## src/rtl/dsmu_pkg.sv

```systemverilog
// ----------------------------------------------------------------------------
// dsmu_pkg
// Shared types and register map constants for the dual-side messaging unit.
// ----------------------------------------------------------------------------
package dsmu_pkg;

	// Flag registers are always four channels wide
	localparam int FLAG_W = 4;
	localparam int FC_W   = 3;
	localparam int DATA_W = 32;
	localparam int OFS_W  = 12;
	localparam int SIZE_W = 3;

	// Access kind
	localparam logic FUNC_READ  = 1'b0;
	localparam logic FUNC_WRITE = 1'b1;

	// Only full-word accesses are handled
	localparam logic [SIZE_W-1:0] SIZE_WORD = 3'd4;

	// Register map, per side
	localparam logic [OFS_W-1:0] OFS_VER     = 12'h000;
	localparam logic [OFS_W-1:0] OFS_PAR     = 12'h004;
	localparam logic [OFS_W-1:0] OFS_CR      = 12'h008;
	localparam logic [OFS_W-1:0] OFS_SR      = 12'h00C;
	localparam logic [OFS_W-1:0] OFS_FCR     = 12'h100;
	localparam logic [OFS_W-1:0] OFS_FSR     = 12'h104;
	localparam logic [OFS_W-1:0] OFS_GIER    = 12'h110;
	localparam logic [OFS_W-1:0] OFS_GCR     = 12'h114;
	localparam logic [OFS_W-1:0] OFS_GSR     = 12'h118;
	localparam logic [OFS_W-1:0] OFS_TCR     = 12'h120;
	localparam logic [OFS_W-1:0] OFS_TSR     = 12'h124;
	localparam logic [OFS_W-1:0] OFS_RCR     = 12'h128;
	localparam logic [OFS_W-1:0] OFS_RSR     = 12'h12C;
	localparam logic [OFS_W-1:0] OFS_TX_BASE = 12'h200;
	localparam logic [OFS_W-1:0] OFS_RX_BASE = 12'h280;

	// Status register bit positions
	localparam int SR_GEN_POS = 4;
	localparam int SR_TX_POS  = 5;
	localparam int SR_RX_POS  = 6;

	// One bus access
	typedef struct packed {
		logic              func;
		logic              side;
		logic [OFS_W-1:0]  offset;
		logic [SIZE_W-1:0] access_size;
		logic [DATA_W-1:0] write_data;
		logic              peek;
	} access_t;

	// One access result
	typedef struct packed {
		logic [DATA_W-1:0] read_data;
		logic              handled;
		logic              irq_side_a;
		logic              irq_side_b;
	} result_t;

endpackage

```

## src/rtl/dsmu_core.sv

```systemverilog
// ----------------------------------------------------------------------------
// dsmu_core
// Register file of both sides plus access decode. Result is combinational
// from the presented access; state updates on commit.
// ----------------------------------------------------------------------------
module dsmu_core #(
	parameter int CHANNEL_COUNT = 4
) (
	input  logic              clk,
	input  logic              arst_n,
	input  logic              commit,
	input  dsmu_pkg::access_t acc,
	output dsmu_pkg::result_t res
);
	import dsmu_pkg::*;

	localparam int CH_W = (CHANNEL_COUNT > 1) ? $clog2(CHANNEL_COUNT) : 1;
	localparam logic [OFS_W-1:0] TX_END = OFS_W'(OFS_TX_BASE + 4 * CHANNEL_COUNT);
	localparam logic [OFS_W-1:0] RX_END = OFS_W'(OFS_RX_BASE + 4 * CHANNEL_COUNT);
	localparam logic [FLAG_W-1:0] CH_USED = FLAG_W'((1 << CHANNEL_COUNT) - 1);

	// Per-side state
	logic [FLAG_W-1:0] rx_full_q [2];
	logic [FLAG_W-1:0] gstat_q   [2];
	logic [FLAG_W-1:0] greq_q    [2];
	logic [FLAG_W-1:0] tcr_q     [2];
	logic [FLAG_W-1:0] rcr_q     [2];
	logic [FLAG_W-1:0] gier_q    [2];
	logic [FC_W-1:0]   fc_q      [2];
	logic [DATA_W-1:0] rx_word_q [2][CHANNEL_COUNT];

	logic [FLAG_W-1:0] rx_full_d [2];
	logic [FLAG_W-1:0] gstat_d   [2];
	logic [FLAG_W-1:0] greq_d    [2];
	logic [FLAG_W-1:0] tcr_d     [2];
	logic [FLAG_W-1:0] rcr_d     [2];
	logic [FLAG_W-1:0] gier_d    [2];
	logic [FC_W-1:0]   fc_d      [2];

	logic              own;
	logic              peer;
	logic [OFS_W-1:0]  tx_rel;
	logic [OFS_W-1:0]  rx_rel;
	logic [CH_W-1:0]   tx_ch;
	logic [CH_W-1:0]   rx_ch;
	logic              tx_hit;
	logic              rx_hit;
	logic              word_we;
	logic              ok;
	logic [DATA_W-1:0] rd;
	logic [FLAG_W-1:0] wr_flags;
	logic [FLAG_W-1:0] tx_empty_own;
	logic              irq_a;
	logic              irq_b;

	// Address windows and channel select
	assign own    = acc.side;
	assign peer   = ~acc.side;
	assign tx_rel = acc.offset - OFS_TX_BASE;
	assign rx_rel = acc.offset - OFS_RX_BASE;
	assign tx_ch  = tx_rel[CH_W+1:2];
	assign rx_ch  = rx_rel[CH_W+1:2];
	assign tx_hit = (acc.offset >= OFS_TX_BASE) && (acc.offset < TX_END);
	assign rx_hit = (acc.offset >= OFS_RX_BASE) && (acc.offset < RX_END);
	assign wr_flags     = acc.write_data[FLAG_W-1:0];
	assign tx_empty_own = ~rx_full_q[peer];

	// Access decode and next state
	always_comb begin
		rx_full_d = rx_full_q;
		gstat_d   = gstat_q;
		greq_d    = greq_q;
		tcr_d     = tcr_q;
		rcr_d     = rcr_q;
		gier_d    = gier_q;
		fc_d      = fc_q;
		word_we   = 1'b0;
		ok        = 1'b0;
		rd        = '0;
		if (acc.access_size == SIZE_WORD) begin
			if (acc.func == FUNC_WRITE) begin
				if (tx_hit) begin
					word_we = 1'b1;
					rx_full_d[peer] = rx_full_q[peer] | (FLAG_W'(1) << tx_ch);
					ok = 1'b1;
				end else if (rx_hit) begin
					ok = 1'b1;
				end else begin
					unique case (acc.offset)
						OFS_GCR: begin
							greq_d[own]  = wr_flags;
							gstat_d[peer] = gstat_q[peer] | wr_flags;
							ok = 1'b1;
						end
						OFS_GSR: begin
							gstat_d[own] = gstat_q[own] & ~wr_flags;
							ok = 1'b1;
						end
						OFS_CR: begin
							if (acc.write_data[0]) begin
								rx_full_d[0] = '0;
								rx_full_d[1] = '0;
								gstat_d[0]   = '0;
								gstat_d[1]   = '0;
								ok = 1'b1;
							end
						end
						OFS_TSR, OFS_RSR, OFS_FSR, OFS_SR, OFS_VER, OFS_PAR: begin
							ok = 1'b1;
						end
						OFS_TCR: begin
							tcr_d[own] = wr_flags;
							ok = 1'b1;
						end
						OFS_RCR: begin
							rcr_d[own] = wr_flags;
							ok = 1'b1;
						end
						OFS_GIER: begin
							gier_d[own] = wr_flags;
							ok = 1'b1;
						end
						OFS_FCR: begin
							fc_d[own] = acc.write_data[FC_W-1:0];
							ok = 1'b1;
						end
						default: ok = 1'b0;
					endcase
				end
			end else begin
				if (rx_hit) begin
					rd = rx_word_q[own][rx_ch];
					if (!acc.peek) begin
						rx_full_d[own] = rx_full_q[own] & ~(FLAG_W'(1) << rx_ch);
					end
					ok = 1'b1;
				end else begin
					ok = 1'b1;
					unique case (acc.offset)
						OFS_TSR:  rd = DATA_W'(tx_empty_own);
						OFS_RSR:  rd = DATA_W'(rx_full_q[own]);
						OFS_GSR:  rd = DATA_W'(gstat_q[own]);
						OFS_GCR:  rd = DATA_W'(gstat_q[peer] & greq_q[own]);
						OFS_FSR:  rd = DATA_W'(fc_q[peer]);
						OFS_FCR:  rd = DATA_W'(fc_q[own]);
						OFS_GIER: rd = DATA_W'(gier_q[own]);
						OFS_TCR:  rd = DATA_W'(tcr_q[own]);
						OFS_RCR:  rd = DATA_W'(rcr_q[own]);
						OFS_SR: begin
							rd[SR_TX_POS]  = |(tx_empty_own & tcr_q[own]);
							rd[SR_RX_POS]  = |(rx_full_q[own] & rcr_q[own]);
							rd[SR_GEN_POS] = |(gstat_q[peer] & greq_q[own]);
						end
						default: ok = 1'b0;
					endcase
				end
			end
		end
	end

	// Interrupt levels from the post-access state
	assign irq_a = |((~rx_full_d[1] & tcr_d[0]) | (rx_full_d[0] & rcr_d[0]) |
	                 (gstat_d[0] & gier_d[0]));
	assign irq_b = |((~rx_full_d[0] & tcr_d[1]) | (rx_full_d[1] & rcr_d[1]) |
	                 (gstat_d[1] & gier_d[1]));

	assign res.read_data  = rd;
	assign res.handled    = ok;
	assign res.irq_side_a = irq_a;
	assign res.irq_side_b = irq_b;

	// Flag and enable registers
	always_ff @(posedge clk or negedge arst_n) begin
		if (!arst_n) begin
			for (int i = 0; i < 2; i++) begin
				rx_full_q[i] <= '0;
				gstat_q[i]   <= '0;
				greq_q[i]    <= '0;
				tcr_q[i]     <= '0;
				rcr_q[i]     <= '0;
				gier_q[i]    <= '0;
				fc_q[i]      <= '0;
			end
		end else if (commit) begin
			rx_full_q <= rx_full_d;
			gstat_q   <= gstat_d;
			greq_q    <= greq_d;
			tcr_q     <= tcr_d;
			rcr_q     <= rcr_d;
			gier_q    <= gier_d;
			fc_q      <= fc_d;
		end
	end

	// Message words; reads of never-written words return zero
	always_ff @(posedge clk or negedge arst_n) begin
		if (!arst_n) begin
			for (int i = 0; i < 2; i++) begin
				for (int j = 0; j < CHANNEL_COUNT; j++) begin
					rx_word_q[i][j] <= '0;
				end
			end
		end else if (commit && word_we) begin
			rx_word_q[peer][tx_ch] <= acc.write_data;
		end
	end

	// Unused channels never report full
	a_unused_empty: assert property (@(posedge clk) disable iff (!arst_n)
		((rx_full_q[0] & ~CH_USED) == '0) && ((rx_full_q[1] & ~CH_USED) == '0))
		else $error("full flag set on unused channel");

	// Writes never return data
	a_write_no_data: assert property (@(posedge clk) disable iff (!arst_n)
		commit && (acc.func == FUNC_WRITE) |-> (res.read_data == '0))
		else $error("write returned read data");

	// Control reset clears all flags of both sides
	a_ctrl_clear: assert property (@(posedge clk) disable iff (!arst_n)
		commit && (acc.func == FUNC_WRITE) && (acc.access_size == SIZE_WORD) &&
		(acc.offset == OFS_CR) && acc.write_data[0]
		|=> (rx_full_q[0] == '0) && (rx_full_q[1] == '0) &&
		    (gstat_q[0] == '0) && (gstat_q[1] == '0))
		else $error("control reset left flags set");

endmodule

```

## src/rtl/dual_side_messaging_unit_top.sv

```systemverilog
// ----------------------------------------------------------------------------
// dual_side_messaging_unit_top
// Two-sided messaging unit: bus accesses in, one result per access out.
//
//   Channel  Dir  Content
//   s_*      in   one register access from side A or B
//   m_*      out  read data, handled flag and both interrupt levels
//
// One access per cycle sustained while m_tready stays high.
// The access sits in an input register, is decoded against the
// flag registers and its result is captured in the output register.
// Reset clears all flags, enables and message words; no warm-up pass.
// A stalled output holds its result while the input register still takes
// one more access; s_tready drops only when both are occupied.
// ----------------------------------------------------------------------------
module dual_side_messaging_unit_top #(
	parameter int CHANNEL_COUNT = 4
) (
	input  logic        clk,
	input  logic        arst_n,
	// tdata: offset[11:0], access_size[14:12], write_data[46:15], zero[47]
	input  logic [47:0] s_tdata,
	// tuser: func[0], side[1], peek[2]
	input  logic [2:0]  s_tuser,
	input  logic        s_tvalid,
	output logic        s_tready,
	// tdata: read_data[31:0], handled[32], irq_side_a[33], irq_side_b[34], zero[39:35]
	output logic [39:0] m_tdata,
	output logic        m_tvalid,
	input  logic        m_tready
);
	import dsmu_pkg::*;

	logic    valid_s1;
	access_t acc_s1;
	logic    advance;
	logic    out_valid_q;
	result_t res;
	result_t out_q;

	// Input stage moves when the output register is free or being drained
	assign advance  = valid_s1 && (!out_valid_q || m_tready);
	assign s_tready = !valid_s1 || advance;

	// Input register
	always_ff @(posedge clk or negedge arst_n) begin
		if (!arst_n) begin
			valid_s1 <= 1'b0;
		end else if (s_tready) begin
			valid_s1 <= s_tvalid;
		end
	end

	always_ff @(posedge clk) begin
		if (s_tvalid && s_tready) begin
			acc_s1.func        <= s_tuser[0];
			acc_s1.side        <= s_tuser[1];
			acc_s1.peek        <= s_tuser[2];
			acc_s1.offset      <= s_tdata[11:0];
			acc_s1.access_size <= s_tdata[14:12];
			acc_s1.write_data  <= s_tdata[46:15];
		end
	end

	dsmu_core #(
		.CHANNEL_COUNT(CHANNEL_COUNT)
	) u_core (
		.clk    (clk),
		.arst_n (arst_n),
		.commit (advance),
		.acc    (acc_s1),
		.res    (res)
	);

	// Output register
	always_ff @(posedge clk or negedge arst_n) begin
		if (!arst_n) begin
			out_valid_q <= 1'b0;
		end else if (advance) begin
			out_valid_q <= 1'b1;
		end else if (m_tready) begin
			out_valid_q <= 1'b0;
		end
	end

	always_ff @(posedge clk) begin
		if (advance) begin
			out_q <= res;
		end
	end

	assign m_tvalid = out_valid_q;
	assign m_tdata  = {5'b0, out_q.irq_side_b, out_q.irq_side_a, out_q.handled,
	                   out_q.read_data};

	// A committed access always shows up on the output
	a_commit_out: assert property (@(posedge clk) disable iff (!arst_n)
		advance |=> out_valid_q)
		else $error("committed access produced no result");

	// A held input stage must block new accesses
	a_hold_blocks: assert property (@(posedge clk) disable iff (!arst_n)
		valid_s1 && !advance |-> !s_tready)
		else $error("input accepted over a held access");

	// An accepted access occupies the input stage next cycle
	a_accept_fill: assert property (@(posedge clk) disable iff (!arst_n)
		s_tvalid && s_tready |=> valid_s1)
		else $error("accepted access lost");

endmodule

```

## config.mk

```make
export PLATFORM = sky130hd
export DESIGN_NAME = dual_side_messaging_unit_top
export DESIGN_NICKNAME = d
export VERILOG_FILES = /design/src/rtl/dsmu_pkg.sv /design/src/rtl/dsmu_core.sv /design/src/rtl/dual_side_messaging_unit_top.sv
export SDC_FILE = /design/constraint.sdc
export NUM_CORES = 1
export LEC_CHECK = 0
export ABC_AREA = 1
export BUFFER_PORTS_ARGS = -buffer_cell sky130_fd_sc_hd__buf_4
export CAP_MARGIN = 25
export CORE_UTILIZATION = 62
export DETAILED_ROUTE_END_ITERATION = 10
export PLACE_DENSITY_LB_ADDON = 0.08
export SYNTH_ARGS = -nofsm -noshare
export SYNTH_HDL_FRONTEND = slang
export SYNTH_SLANG_ARGS = --single-unit
```

## constraint.sdc

```tcl
create_clock -name clk -period 5.9 [get_ports clk]
set_clock_uncertainty 0.2 [all_clocks]
set_input_delay 0 -clock clk [delete_from_list [all_inputs] [get_ports clk]]
set_output_delay 0 -clock clk [all_outputs]
set_load 0.02 [all_outputs]
```

Word-level counts from Yosys, hierarchy flattened
Index checks and enable logic that the tools add are counted.

word-level totals
  bits in registers = 397
  bits of input ports = 55

cells by class
  $add $sub $neg = 2
  $lt $le $gt $ge = 11
  equality and inequality tests = 13
  shift-type cells = 2
  mux-type cells = 101
  bitwise operators = 31
  reduce and logical (&&, ||, !) cells = 24

operators by type and width
  cell                                                   count
  two-way mux 128 bit                                    4
  bitwise mux 256 bit                                    1
  two-way mux 8 bit                                      28
  demux 128 bit (select 1 bit)                           1
  two-way mux 32 bit                                     4
  equality test 12 x 9 -> 1 bit, second input constant   9
  two-way mux 4 bit                                      26
  binary-select mux 32 bit (select 2 bit)                1
  bitwise mux 8 bit                                      8
  demux 32 bit (select 2 bit)                            1
  bitwise AND 4 bit                                      12
  one-hot mux 4 bit (9 select lines)                     1
  two-way mux 25 bit                                     1
  equality test 12 x 4 -> 1 bit, second input constant   2
  >= comparator 12 x 10 -> 1 bit, second input constant  2
  < comparator 12 x 10 -> 1 bit, second input constant   2
  bitwise OR 4 bit                                       6
  one-hot mux 8 bit (3 select lines)                     1
  two-way mux 3 bit                                      7
  inverter 4 bit                                         5
  OR reduction 4 bit                                     5
  equality test 12 x 3 -> 1 bit, second input constant   1
  zero test 12 bit                                       1
  AND reduction 6 bit                                    2
  23 further kinds                                       53

Longest topological paths before layout
  word-level depth = 15
  depth in mapped cells = 16
  gate-level depth less buffers = 16

Hierarchy
From an unflattened synthesis, not the netlist that was laid out.

second synthesis, totals
  cells, all modules = 1926
  area, all modules = 18835.6 um2

modules (own cells, without submodules)
  module                        times used  cells each  area each (um2)  sequential area each (um2)
  dsmu_core                     1           1823        16146.7          7757.4
  dual_side_messaging_unit_top  1           103         2688.8           2602.5

Least setup slack after synthesis
No wires, ideal clock.

  path kind = flip-flop to flip-flop
  start point = reg out_valid_q, in the netlist m_tvalid
  end point = reg out_q, in the netlist m_tdata[0], enable pin
  setup time = 0.412 ns
  arrival time = 2.166 ns
  setup slack = 3.122 ns
  cell stages (with the launch flop) = 6
  path buffers = 2
  clock period less this slack = 2.778 ns
  path through = dfrtp_1 > nand2_1 > nand2_1 > inv_1 > clkbuf_1 > buf_1

between the ends
  word-level cells in the longest chain between the ends = 3

ends and longest elaborated chain
  element                 line                                source
  start, declared         dual_side_messaging_unit_top.sv:37  logic out_valid_q;
  start signal, assigned  dual_side_messaging_unit_top.sv:78  out_valid_q <= 1'b0;
  start signal, assigned  dual_side_messaging_unit_top.sv:80  out_valid_q <= 1'b1;
  start signal, assigned  dual_side_messaging_unit_top.sv:82  out_valid_q <= 1'b0;
  zero test 1 bit         dual_side_messaging_unit_top.sv:42  assign advance = valid_s1 && (!out_valid_q || m_tready);
  logical OR 1 bit        dual_side_messaging_unit_top.sv:42
  logical AND 1 bit       dual_side_messaging_unit_top.sv:42
  via advance             dual_side_messaging_unit_top.sv:36  logic advance;
  end signal, assigned    dual_side_messaging_unit_top.sv:88  out_q <= res;
  end, declared           dual_side_messaging_unit_top.sv:39  result_t out_q;

The timed path passes the listed nets, and every way through them passes these cells.
A chain may end at the register's enable or synchronous reset.

Final worst setup path
  start point = reg acc_s1[48] (netlist bit)
  end point = reg u_core.rx_word_q[157] (netlist bit)

between the ends
  word-level cells in the longest chain between the ends = 7
  elaborated cells between the ends (all ways) = 8

ends and longest elaborated chain
  element                                                                                          line                                source
  start, declared                                                                                  dual_side_messaging_unit_top.sv:35  access_t acc_s1;
  inverter 1 bit *                                                                                 dsmu_core.sv:58                     assign peer = ~acc.side;
  inverter 1 -> 2 bit (not written as such) *                                                      dsmu_core.sv:204                    rx_word_q[peer][tx_ch] <= acc.write_data;
  >= comparator 2 bit (not written as such) / < comparator 2 x 1 -> 1 bit (equally long branches)  dsmu_core.sv:204
  logical AND 1 bit (not written as such)                                                          dsmu_core.sv:204
  two-way mux 128 bit (not written as such)                                                        dsmu_core.sv:204
  demux 128 bit (select 1 bit) *                                                                   dsmu_core.sv:204
  bitwise mux 256 bit *                                                                            dsmu_core.sv:204
  end signal, assigned by index                                                                    dsmu_core.sv:204
  end, declared                                                                                    dsmu_core.sv:30                     logic [DATA_W-1:0] rx_word_q [2][CHANNEL_COUNT];

Every way passes the cells marked *; elsewhere a longest branch is shown, timed or not.

==> results.md <==
* Status: complete, no violations
* Register area at 10360 sq um
* Clk slew on worst S/H paths at 60 ps
* Hold Crit Class: primary input to register
* DRT iter0 DRCs at 1466
* FILL cells at 2154
* Initial DRT Pass Iterations at 6
* Largest register FFs at 256
* Fin area at 22340 sq um
* EDFF count, synth at 85
* Post-Syn Area at 19090 sq um
* CP Class: register to register
* CP max FO at 60
* Post_cts resized at 0
* Antenna cells at 0
* Synth top area share at 40.90%
* Yosys top cell by area: dfrtp_1
* Synthesis-to-finish area growth at 17.06%
* Tcrit/Tclk final at 63.71%
* Fin. max-slew vios at 0
* GR met1 Demand/Resource at 46.85%
* Die height at 177.5 microns
* Largest net degree at the start of global routing at 169
* GRT Total Usage at 35.11%
* Largest Register: u_core.rx_word_q
* Layout cells sized above 1 at 10.10%
* Sequential share of power at 46.7%
* DRC viols at 0
* Min Tclk post-route at 3759 ps
* Final setup viols at 0
* CTS tree: yes
* Setup TNS at 0 ps
* Core Region at 29950 sq um
* Core Rows at 63
* IO Count at 97
* Int Pwr at 0.004817 W
* Area of the multi-input gates at 6417 sq um
* Power Density at 299.9 nW/um^2
* P_sw at 0.001885 W
* Max_slew headroom at 29.93%
* Ys flop type: dfrtp_1
* Cell Area, Placed at 19860 sq um
* Hold Fails Final Rpt at 0
* Wire per inst at 20.09 microns
* Die area at 31490 sq um
* Num CTS Buffers at 43
* GPL Wtd Cong at 0.9511
* Synthesis-stage register bit count at 397
* # H-tree levels at 2
* Crit path required time at 6130 ps
* Clk buf depth at 3
* Leak at 11.25 nW
* GR met2 Demand/Resource at 58.46%
* Crit end category: register
* Global-route wire length before repair at 83710 microns
* Antenna Violating Nets Remaining at 0
* Sequential cell area fraction in the yosys report at 54.28%
* Worst-Skew Late Latency at 550 ps
* Main area contributors after synthesis: dfrtp_1, edfxtp_1, inv_1
* Final nets at 2298
* Most frequent cell after synthesis: inv_1
* Data arrival time at the worst-slack endpoint at 3980 ps
* Routed WL at 53590 microns
* Die outline width at 177.5 microns
* Placed cell count at 2480
* Total power draw at 0.006701 W
* Sw frac at 28.12%
* Final std cells w/o fill at 2667
* Hold buffer count at CTS at 107
* Slew @ Worst Pin at 1049 ps
* Combinational share of power at 14.1%
* Ys async rst share at 78.59%
* Crit start category: register
* GRT met3 Usage at 4.499%
* Commonest cells in the netlist: inv_1, nand2_1, dfrtp_1
* DR vias/cell at 5.690
* Clock group share of total power at 39.3%
* HPWL after DPL at 31360 microns
* Total congestion overflow at 0
* RSZ-0062 raised after global routing: false
* Cells after synthesis at 2090
* Distinct cells, synth at 40
* F_max at 266.0 MHz
* Syn Area/Cell at 9.133 sq um
* Initial antenna violation count at 0
* # clock sinks at 397
* Root buffer selected by CTS: clkbuf_16
* Busiest grt layer: met2
* Starting Density at 63.72%
* Worst VDD drop at 274.7 uV
* Vias at 15176
* Setup bufs post-CTS at 0
* Port bufs at 90
* Vias in the first global route at 15235
* Max Cap Viol at 0
* Final core occ at 74.59%
* Yosys warns at 0
power groups by stage:
stage,clock network (W),registers (W),logic [W]
after floorplan,0,0.00314,0.000542
after global placement,0,0.00317,0.000855
after detailed placement,0,0.00317,0.000865
after CTS,0.00264,0.00312,0.000928
after global routing,0.00276,0.00314,0.00104
final,0.00263,0.00313,0.000944
cell type report:
type	instances	area share, %
clock inverter	20	0.5936
clock buffer	59	5.544
inverter	449	7.549
tap	390	2.184
sequential	397	46.37
timing repair buffer	223	9.038
multi-input combinational	1129	28.72
path summary, 6_finish.rpt:
check / start / to / slack, ps / cells after the start
min: m_tready / m_tvalid / 60 / 5
max reg2reg: acc_s1[48] / u_core.rx_word_q[157] / 2140 / 6
max in group asynchronous: arst_n / u_core.gier_q[1] / 4160 / 4
min reg2reg: u_core.rx_word_q[144] / u_core.rx_word_q[144] / 280 / 2
max: acc_s1[48] / u_core.rx_word_q[157] / 2140 / 6
min in group asynchronous: arst_n / u_core.fc_q[4] / 410 / 4
kinds of logic after synthesis:
logic type	Yosys count	share of synthesized area, %
AO/OA/AOI/OAI	368	11.55
buffers and inverters	568	12.26
flip-flops	397	54.28
multiplexers	151	7.919
other	1	0.01965
AND/OR/NAND/NOR	605	13.98
layer usage:
layer	routed length [microns]	vias to the layer above	share of wire (%)
li1	-	7042	-
met1	21890	7381	41
met2	26310	637	49
met3	3613	116	6.7
met4	1777	0	3.3
met5	0	-	0
critical path: stages (launching register included):
cell,delay [ps]
edfxtp_1,320
buf_4,560
nand2_1,750
nor2_4,1010
buf_4,470
mux2i_1,230
inv_1,70
layout by cell type (no fill, tap or decap), types with 10 or more instances in the layout:
cell / instances
mux2i_1: 151
buf_4: 112
dfrtp_1: 312
a21oi_1: 131
nand4_1: 22
nand2_1: 317
a221oi_1: 37
nor2_4: 12
clkinv_1: 10
inv_1: 438
clkbuf_16: 45
o22ai_1: 59
dlygate4sd3_1: 106
o21ai_0: 82
a41oi_1: 10
nand3_1: 58
edfxtp_1: 85
a22oi_1: 20
a31oi_1: 14
nor2_1: 164
through the flow:
step | hold WS, ps | setup slack (ps)
6_report | 58.36 | 2141
5_1_grt | 136.6 | 1995
4_1_cts | 51.35 | 2177
3_5_place_dp | -190.3 | 2232
3_3_place_gp | -193.8 | 2314
2_1_floorplan | -495.6 | 3122
Power figures use the tool's default switching activity.
